[src/sv/sstb_pkg.sv]
// ----------------------------------------------------------------------------
// sstb_pkg
// shared types and constants for the size string to byte count parser
// ----------------------------------------------------------------------------
`timescale 1ns / 1ps

package sstb_pkg;

  localparam int unsigned FRAC_DIGITS = 10;
  localparam int unsigned COUNT_W     = 63;
  localparam int unsigned FRAC_W      = 64;
  localparam int unsigned DIGCNT_W    = 5;
  localparam int unsigned SHIFT_W     = 5;
  localparam int unsigned REM_W       = 61;
  localparam int unsigned QUO_W       = 31;
  localparam int unsigned STEP_W      = 7;
  localparam int unsigned STATUS_W    = 3;
  localparam int unsigned CHAR_W      = 8;
  localparam int unsigned OUT_DATA_W  = 72;

  localparam logic [COUNT_W-1:0] MAX_SIZE_RST = 63'd1073741824;

  localparam logic [CHAR_W-1:0] CH_PLUS  = 8'h2B;
  localparam logic [CHAR_W-1:0] CH_MINUS = 8'h2D;
  localparam logic [CHAR_W-1:0] CH_DOT   = 8'h2E;
  localparam logic [CHAR_W-1:0] CH_ZERO  = 8'h30;
  localparam logic [CHAR_W-1:0] CH_NINE  = 8'h39;
  localparam logic [CHAR_W-1:0] CH_UK    = 8'h4B;
  localparam logic [CHAR_W-1:0] CH_LK    = 8'h6B;
  localparam logic [CHAR_W-1:0] CH_UM    = 8'h4D;
  localparam logic [CHAR_W-1:0] CH_LM    = 8'h6D;
  localparam logic [CHAR_W-1:0] CH_UG    = 8'h47;
  localparam logic [CHAR_W-1:0] CH_LG    = 8'h67;

  localparam logic [SHIFT_W-1:0] SHIFT_K = 5'd10;
  localparam logic [SHIFT_W-1:0] SHIFT_M = 5'd20;
  localparam logic [SHIFT_W-1:0] SHIFT_G = 5'd30;

  typedef enum logic [2:0] {
    PH_START,
    PH_SIGNED,
    PH_WHOLE,
    PH_DOT,
    PH_FRAC,
    PH_SUFFIX
  } phase_e;

  typedef enum logic [STATUS_W-1:0] {
    ST_OK        = 3'd0,
    ST_MALFORMED = 3'd1,
    ST_NOT_POS   = 3'd2,
    ST_FRAC_NOSF = 3'd3,
    ST_TOO_LARGE = 3'd4
  } status_e;

  typedef enum logic [1:0] {
    FSM_IDLE,
    FSM_DIV,
    FSM_FIN
  } fsm_e;

  function automatic logic [FRAC_W-1:0] pow10(input logic [DIGCNT_W-1:0] n);
    logic [FRAC_W-1:0] p;
    begin
      case (n)
        5'd0:    p = 64'd1;
        5'd1:    p = 64'd10;
        5'd2:    p = 64'd100;
        5'd3:    p = 64'd1000;
        5'd4:    p = 64'd10000;
        5'd5:    p = 64'd100000;
        5'd6:    p = 64'd1000000;
        5'd7:    p = 64'd10000000;
        5'd8:    p = 64'd100000000;
        5'd9:    p = 64'd1000000000;
        5'd10:   p = 64'd10000000000;
        5'd11:   p = 64'd100000000000;
        5'd12:   p = 64'd1000000000000;
        5'd13:   p = 64'd10000000000000;
        5'd14:   p = 64'd100000000000000;
        5'd15:   p = 64'd1000000000000000;
        5'd16:   p = 64'd10000000000000000;
        5'd17:   p = 64'd100000000000000000;
        5'd18:   p = 64'd1000000000000000000;
        default: p = 64'd1;
      endcase
      return p;
    end
  endfunction

endpackage

[src/sv/size_string_to_bytes.sv]
// ----------------------------------------------------------------------------
// size_string_to_bytes
// parses a decimal size token with optional sign, fraction and k/m/g suffix
// into a byte count and a status, one character item at a time
// ----------------------------------------------------------------------------
//  channel   direction  payload
//  s_axis    in         tdata: char_code; tlast: last_char; tuser: empty_token
//  m_axis    out        tdata: byte_count, status
//  cfg       in         cfg_data_i: max_size
//
//  a character item is taken while the parser is idle; the last one is followed by the
//  shared shift-subtract divider (shift s = 0, 10, 20 or 30 by suffix)
//  and a final stage of scaling and limit compare; an empty token skips the divider
//  the result waits in an output register while new characters are taken
//  the final stage repeats while the previous result has not been taken
//  reset clears the token state and loads max_size with 2^30
`timescale 1ns / 1ps

module size_string_to_bytes import sstb_pkg::*; (
  input  logic                  clk_i,
  input  logic                  rst_ni,
  input  logic                  s_axis_tvalid,
  output logic                  s_axis_tready,
  input  logic [CHAR_W-1:0]     s_axis_tdata,   // [7:0] char_code
  input  logic                  s_axis_tlast,
  input  logic                  s_axis_tuser,   // [0] empty_token
  output logic                  m_axis_tvalid,
  input  logic                  m_axis_tready,
  output logic [OUT_DATA_W-1:0] m_axis_tdata,   // [62:0] byte_count, [65:63] status
  input  logic                  cfg_valid_i,
  output logic                  cfg_ready_o,
  input  logic [COUNT_W-1:0]    cfg_data_i
);

  fsm_e                  fsm_q, fsm_d;
  phase_e                phase_q, phase_d;
  logic [COUNT_W-1:0]    whole_q, whole_d;
  logic                  wovf_q, wovf_d;
  logic [FRAC_W-1:0]     frac_q, frac_d;
  logic [DIGCNT_W-1:0]   fdig_q, fdig_d;
  logic                  neg_q, neg_d;
  logic [SHIFT_W-1:0]    shift_q, shift_d;
  logic                  bad_q, bad_d;
  logic [COUNT_W-1:0]    max_size_q;
  logic [FRAC_W-1:0]     num_q, num_d;
  logic [REM_W-1:0]      rem_q, rem_d;
  logic [QUO_W-1:0]      quo_q, quo_d;
  logic [STEP_W-1:0]     step_q, step_d;
  logic                  ovalid_q, ovalid_d;
  logic [COUNT_W-1:0]    ocount_q, ocount_d;
  status_e               ostat_q, ostat_d;

  logic                  in_acc;
  logic [CHAR_W-1:0]     c;
  logic                  is_digit;
  logic [3:0]            dval;
  logic [SHIFT_W-1:0]    sfx;
  logic [COUNT_W+3:0]    wide;
  logic [FRAC_W-1:0]     den;
  logic [REM_W-1:0]      rem2;
  logic                  ge;
  logic [STEP_W-1:0]     last_step;
  logic [FRAC_W-1:0]     total;
  logic [COUNT_W-1:0]    whole_hi;
  status_e               st;

  assign in_acc        = s_axis_tvalid && s_axis_tready;
  assign s_axis_tready = (fsm_q == FSM_IDLE);
  assign m_axis_tvalid = ovalid_q;
  assign m_axis_tdata  = {6'b0, ostat_q, ocount_q};
  assign cfg_ready_o   = 1'b1;

  assign c        = s_axis_tdata;
  assign is_digit = (c >= CH_ZERO) && (c <= CH_NINE);
  assign dval     = 4'(c - CH_ZERO);
  assign wide     = ({4'b0, whole_q} << 3) + ({4'b0, whole_q} << 1) + (COUNT_W+4)'(dval);

  always_comb begin
    if (c == CH_UK || c == CH_LK) begin
      sfx = SHIFT_K;
    end else if (c == CH_UM || c == CH_LM) begin
      sfx = SHIFT_M;
    end else if (c == CH_UG || c == CH_LG) begin
      sfx = SHIFT_G;
    end else begin
      sfx = '0;
    end
  end

  // shared divider step: frac * 2^s / 10^digits, one bit per cycle
  assign den       = pow10(fdig_q);
  assign rem2      = {rem_q[REM_W-2:0], num_q[FRAC_W-1]};
  assign ge        = {3'b0, rem2} >= den;
  assign last_step = STEP_W'(FRAC_W - 1) + STEP_W'(shift_q);

  assign whole_hi = whole_q >> (6'(COUNT_W) - 6'(shift_q));
  assign total    = ({1'b0, whole_q} << shift_q) + FRAC_W'(quo_q);

  always_comb begin
    if (bad_q || !(phase_q == PH_WHOLE || phase_q == PH_FRAC || phase_q == PH_SUFFIX)) begin
      st = ST_MALFORMED;
    end else if (neg_q || (!wovf_q && whole_q == '0 && frac_q == '0)) begin
      st = ST_NOT_POS;
    end else if (shift_q == '0 && frac_q != '0) begin
      st = ST_FRAC_NOSF;
    end else if (wovf_q) begin
      st = ST_TOO_LARGE;
    end else if (shift_q != '0 && whole_hi != '0) begin
      st = ST_TOO_LARGE;
    end else if (total > {1'b0, max_size_q}) begin
      st = ST_TOO_LARGE;
    end else begin
      st = ST_OK;
    end
  end

  always_comb begin
    fsm_d    = fsm_q;
    phase_d  = phase_q;
    whole_d  = whole_q;
    wovf_d   = wovf_q;
    frac_d   = frac_q;
    fdig_d   = fdig_q;
    neg_d    = neg_q;
    shift_d  = shift_q;
    bad_d    = bad_q;
    num_d    = num_q;
    rem_d    = rem_q;
    quo_d    = quo_q;
    step_d   = step_q;
    ovalid_d = ovalid_q && !m_axis_tready;
    ocount_d = ocount_q;
    ostat_d  = ostat_q;

    case (fsm_q)
      FSM_IDLE: begin
        if (in_acc) begin
          if (s_axis_tuser) begin
            bad_d = 1'b1;
            fsm_d = FSM_FIN;
          end else begin
            if (!bad_q) begin
              if (phase_q == PH_START && (c == CH_PLUS || c == CH_MINUS)) begin
                neg_d   = (c == CH_MINUS);
                phase_d = PH_SIGNED;
              end else if (is_digit && (phase_q == PH_START || phase_q == PH_SIGNED ||
                                        phase_q == PH_WHOLE)) begin
                if (wide[COUNT_W+3:COUNT_W] != '0) begin
                  wovf_d = 1'b1;
                end else begin
                  whole_d = wide[COUNT_W-1:0];
                end
                phase_d = PH_WHOLE;
              end else if (c == CH_DOT && phase_q == PH_WHOLE) begin
                phase_d = PH_DOT;
              end else if (is_digit && (phase_q == PH_DOT || phase_q == PH_FRAC)) begin
                if (fdig_q < DIGCNT_W'(FRAC_DIGITS)) begin
                  frac_d = (frac_q << 3) + (frac_q << 1) + FRAC_W'(dval);
                  fdig_d = fdig_q + 1'b1;
                end
                phase_d = PH_FRAC;
              end else if (sfx != '0 && (phase_q == PH_WHOLE || phase_q == PH_FRAC)) begin
                shift_d = sfx;
                phase_d = PH_SUFFIX;
              end else begin
                bad_d = 1'b1;
              end
            end
            if (s_axis_tlast) begin
              num_d  = frac_d;
              rem_d  = '0;
              quo_d  = '0;
              step_d = '0;
              fsm_d  = FSM_DIV;
            end
          end
        end
      end
      FSM_DIV: begin
        num_d  = num_q << 1;
        rem_d  = ge ? REM_W'({3'b0, rem2} - den) : rem2;
        quo_d  = {quo_q[QUO_W-2:0], ge};
        step_d = step_q + 1'b1;
        if (step_q == last_step) begin
          fsm_d = FSM_FIN;
        end
      end
      FSM_FIN: begin
        if (!ovalid_q || m_axis_tready) begin
          ovalid_d = 1'b1;
          ostat_d  = st;
          ocount_d = (st == ST_OK) ? total[COUNT_W-1:0] : '0;
          phase_d  = PH_START;
          whole_d  = '0;
          wovf_d   = 1'b0;
          frac_d   = '0;
          fdig_d   = '0;
          neg_d    = 1'b0;
          shift_d  = '0;
          bad_d    = 1'b0;
          fsm_d    = FSM_IDLE;
        end
      end
      default: begin
        fsm_d = FSM_IDLE;
      end
    endcase
  end

  always_ff @(posedge clk_i or negedge rst_ni) begin
    if (!rst_ni) begin
      fsm_q      <= FSM_IDLE;
      phase_q    <= PH_START;
      whole_q    <= '0;
      wovf_q     <= 1'b0;
      frac_q     <= '0;
      fdig_q     <= '0;
      neg_q      <= 1'b0;
      shift_q    <= '0;
      bad_q      <= 1'b0;
      step_q     <= '0;
      ovalid_q   <= 1'b0;
      max_size_q <= MAX_SIZE_RST;
    end else begin
      fsm_q    <= fsm_d;
      phase_q  <= phase_d;
      whole_q  <= whole_d;
      wovf_q   <= wovf_d;
      frac_q   <= frac_d;
      fdig_q   <= fdig_d;
      neg_q    <= neg_d;
      shift_q  <= shift_d;
      bad_q    <= bad_d;
      step_q   <= step_d;
      ovalid_q <= ovalid_d;
      if (cfg_valid_i && cfg_ready_o) begin
        max_size_q <= cfg_data_i;
      end
    end
  end

  always_ff @(posedge clk_i) begin
    num_q    <= num_d;
    rem_q    <= rem_d;
    quo_q    <= quo_d;
    ocount_q <= ocount_d;
    ostat_q  <= ostat_d;
  end

endmodule
[config.mk]
export PLATFORM = sky130hd
export DESIGN_NAME = size_string_to_bytes
export DESIGN_NICKNAME = d
export VERILOG_FILES = /design/src/sv/sstb_pkg.sv /design/src/sv/size_string_to_bytes.sv
export SDC_FILE = /design/constraint.sdc
export NUM_CORES = 2
export LEC_CHECK = 0
export CAP_MARGIN = 40
export CORE_ASPECT_RATIO = 0.75
export CORE_UTILIZATION = 55
export CTS_CLUSTER_DIAMETER = 200
export DETAILED_ROUTE_END_ITERATION = 10
export DONT_BUFFER_PORTS = 1
export PLACE_DENSITY = 0.7
export REMOVE_ABC_BUFFERS = 1
export SLEW_MARGIN = 20
export SYNTH_ARGS = -nofsm -noshare
export SYNTH_HDL_FRONTEND = slang
export SYNTH_SLANG_ARGS = --single-unit
[constraint.sdc]
create_clock -name clk_i -period 10.1 [get_ports clk_i]
set_input_delay 1.515 -clock clk_i [delete_from_list [all_inputs] [get_ports clk_i]]
set_output_delay 1.515 -clock clk_i [all_outputs]
set_load 0.005 [all_outputs]
==> impl_metrics.csv <==
group,metric,value,unit
timing,setup_viol,0,
timing,hold_violations,0,
yosys,synth_compound_area_frac,0.203,
yosys,synth_cell_types,109,
die,dieArea,0.0676,sq mm
die,dieWidth,300,um
cts,clockBufferDepth,3,
grt,grt_first_pass_wirelength,159,mm
cts,cts.clk_slew.worst_paths,0.07,ns
grt,grt_max_degree,214,
detailed_routing,wirelength,100,mm
timing,fmax,141,MHz
power_and_ir_drop,finalPower,11.6,mW
place,gp_congestion,0.962,
detailed_routing,first_pass_iters,6,
place,hpwlAfterDp,74.0,mm
timing,grt_setup_unrepaired,"no",
yosys,async_flop_share,0.491,
die,die_h,225,um
yosys,ys.flop_type,"edfxtp_1",
detailed_routing,antenna_left,0,
die,core_area,0.0655,sq mm
cts,ctsHoldBuffers,0,
cts,ctsResizeCount,0,
die,start_util,0.559,
worst_setup_path,required,10.46,ns
cts,clkSinkCount,434,
worst_setup_path,crit_slowest_cell,"dfrtp_4",
layout,drive_gt1_frac,0.0495,
timing,period_needed,7.08,ns
layout,syn_to_final_growth,5.58,%
run_status,status,"completed",
cts,cts_tree,"built",
yosys,synthSimpleGateAreaFrac,0.183,
power_and_ir_drop,ir_worst_vdd,0.344,mV
timing,layout_setup_ws,3.02,ns
worst_hold_path,hold_class,"register to register",
cts,clock-root-buffer,"clkbuf_16",
yosys,netlist_area,0.0366,sq mm
flow_run,cap_viol_max_count,0,
timing,tightest_slew,1.08,ns
yosys,postSynthAreaPerCell,8.69,sq um
detailed_routing,route.detailed.drc,0,
grt,first_global_vias,28291,
yosys,synth_top_family_by_area,"compound AO/OA/AOI/OAI gates",
yosys,ys_ff_latch,434,
layout,diodes,0,
yosys,synth_edf_count,221,
yosys,synth_fa_ha_area_frac,0.145,
place,portBuffers,0,
yosys,synthCells,4212,
place,post-place-ws,2.85,ns
yosys,synthMuxAreaShare,0.0438,
yosys,synth.yosys.seq_area_share,0.327,
power_and_ir_drop,p_leak,16.9,nW
detailed_routing,first_iter_violations,3137,
layout,final_cells,4995,
cts,cts_inserted_buffers,47,
worst_setup_path,cp-start-kind,"register",
timing,slew_violations,0,
detailed_routing,wire_per_inst,20.1,um
worst_setup_path,crit_fanout,67,
yosys,synth_area_leaders,"edfxtp_1, dfrtp_1, ha_1",
detailed_routing,vias,31081,
power_and_ir_drop,power_density,300,mW/mm^2
layout,fin_nets,4585,
cts,clkLatencyLatePin,0.62,ns
detailed_routing,vias_per_cell,6.22,
worst_setup_path,path_class,"register to register",
yosys,yosysMostFrequentCell,"nor2_1",
timing,maxSlewHeadroom,0.278,
die,io_pins,153,
yosys,synth_top_area_frac,0.181,
timing,period_share,0.701,
cts,cts-htree-levels,2,
worst_setup_path,critPathArrivalTime,7.44,ns
timing,fin_setup_tns,0,ns
yosys,yosysTopAreaCell,"edfxtp_1",
die,placementRows,81,
grt,gr-total-overflow,0,
worst_setup_path,cp-end-kind,"register",
timing,skew,0.0168,ns
worst_setup_path,cp_slowest_stage_delay,0.61,ns
layout,fillers,5908,
place,dp_cells,4906,
yosys,synth_warnings,0,
grt,gr-usage-all-layers,0.293,
yosys,yosys-top-cells-count,"nor2_1, nand2_1, ha_1",
yosys,synthXorXnorAreaFrac,0.0567,
cts,cts_setup_buffers,0,
grt,antenna_found_initial,0,
-- stage by stage --
step                cell area (sq um)  hold slack, ns  utilization
floorplan                       35600           0.455            -
CTS                             38600           0.501        0.589
global placement                37000           0.488        0.565
global route                    38600           0.517        0.590
finish                          38600           0.510        0.590
detailed placement              37100           0.487        0.566
-- layout make-up --
class,instances,area [sq um],share of cell area
Sequential cell,434,12000,0.310
Inverter,151,567,0.0147
Timing Repair Buffer,31,309,0.00800
Tap cell,871,1090,0.0282
Clock inverter,30,288,0.00745
Clock buffer,56,1230,0.0319
Multi-Input combinational cell,3422,23200,0.600
-- worst paths after layout --
| path | from | end | slack (ns) | cells past startpoint |
|---|---|---|---|---|
| max in group asynchronous | rst_ni | shift_q[3] | 8.51 | 0 |
| worst max register to register | shift_q[3] | ocount_q[8] | 3.02 | 28 |
| worst min register to register | neg_q | neg_q | 0.51 | 2 |
| worst min-delay path | neg_q | neg_q | 0.51 | 2 |
| min in group asynchronous | rst_ni | max_size_q[9] | 0.61 | 0 |
| worst max-delay path | shift_q[3] | ocount_q[8] | 3.02 | 28 |
-- placed cells by master (no fill, tap or decap), types with 48 or more instances in the layout --
master / netlist / layout
o21ai_0: 332 / 332
xnor2_1: 117 / 117
inv_1: 148 / 148
nor2_1: 434 / 432
nor2b_1: 50 / 48
nand4_1: 68 / 68
edfxtp_1: 221 / 221
a31oi_1: 54 / 54
a21oi_1: 384 / 384
and2_1: 110 / 109
nor3_1: 83 / 83
ha_1: 414 / 414
xor2_1: 118 / 118
nand3_1: 69 / 68
clkbuf_16: 0 / 48
mux2i_1: 61 / 61
a21o_1: 128 / 127
nand2_1: 418 / 418
dfrtp_1: 212 / 210
-- state kept, by name (all words and copies together), names as in the netlist, 7 cells and up --
name and flops:
frac_q 64, num_q 64, max_size_q 63, ocount_q 63
whole_q 63, rem_q 60, quo_q 31, step_q 7
-- worst max-delay path: cells and delay by family (launching register included) --
kind	cells	cell delay [ns]
flops	1	0.61
compound gates	10	1.88
xor+xnor	1	0.15
simple gates	11	2.30
fa+ha+maj	2	0.74
buf+inv	3	0.79
mux	1	0.32
-- layer usage --
metal	vias to the layer above	GRT usage	wire length [um]
li1	15078	-	-
met1	14724	0.465	50000
met2	1159	0.395	39000
met3	120	0.0678	9720
met4	0	0.0584	1660
met5	-	0	0
-- cells by family after synthesis --
logic type / after synthesis
flip-flops: 434
AND/OR/NAND/NOR: 1424
AO/OA/AOI/OAI: 1195
XOR/XNOR: 236
other: 2
adder cells (fa/ha/maj): 420
multiplexers: 140
buffers and inverters: 361
-- report_power, final --
part / switching, mW / leakage (nW) / internal (mW)
Clock: 0.780 / 0.744 / 0.981
Combinational: 4.14 / 11.3 / 2.61
Sequential: 0.575 / 4.88 / 2.52
No activity file was read; power rests on OpenSTA's default activity.
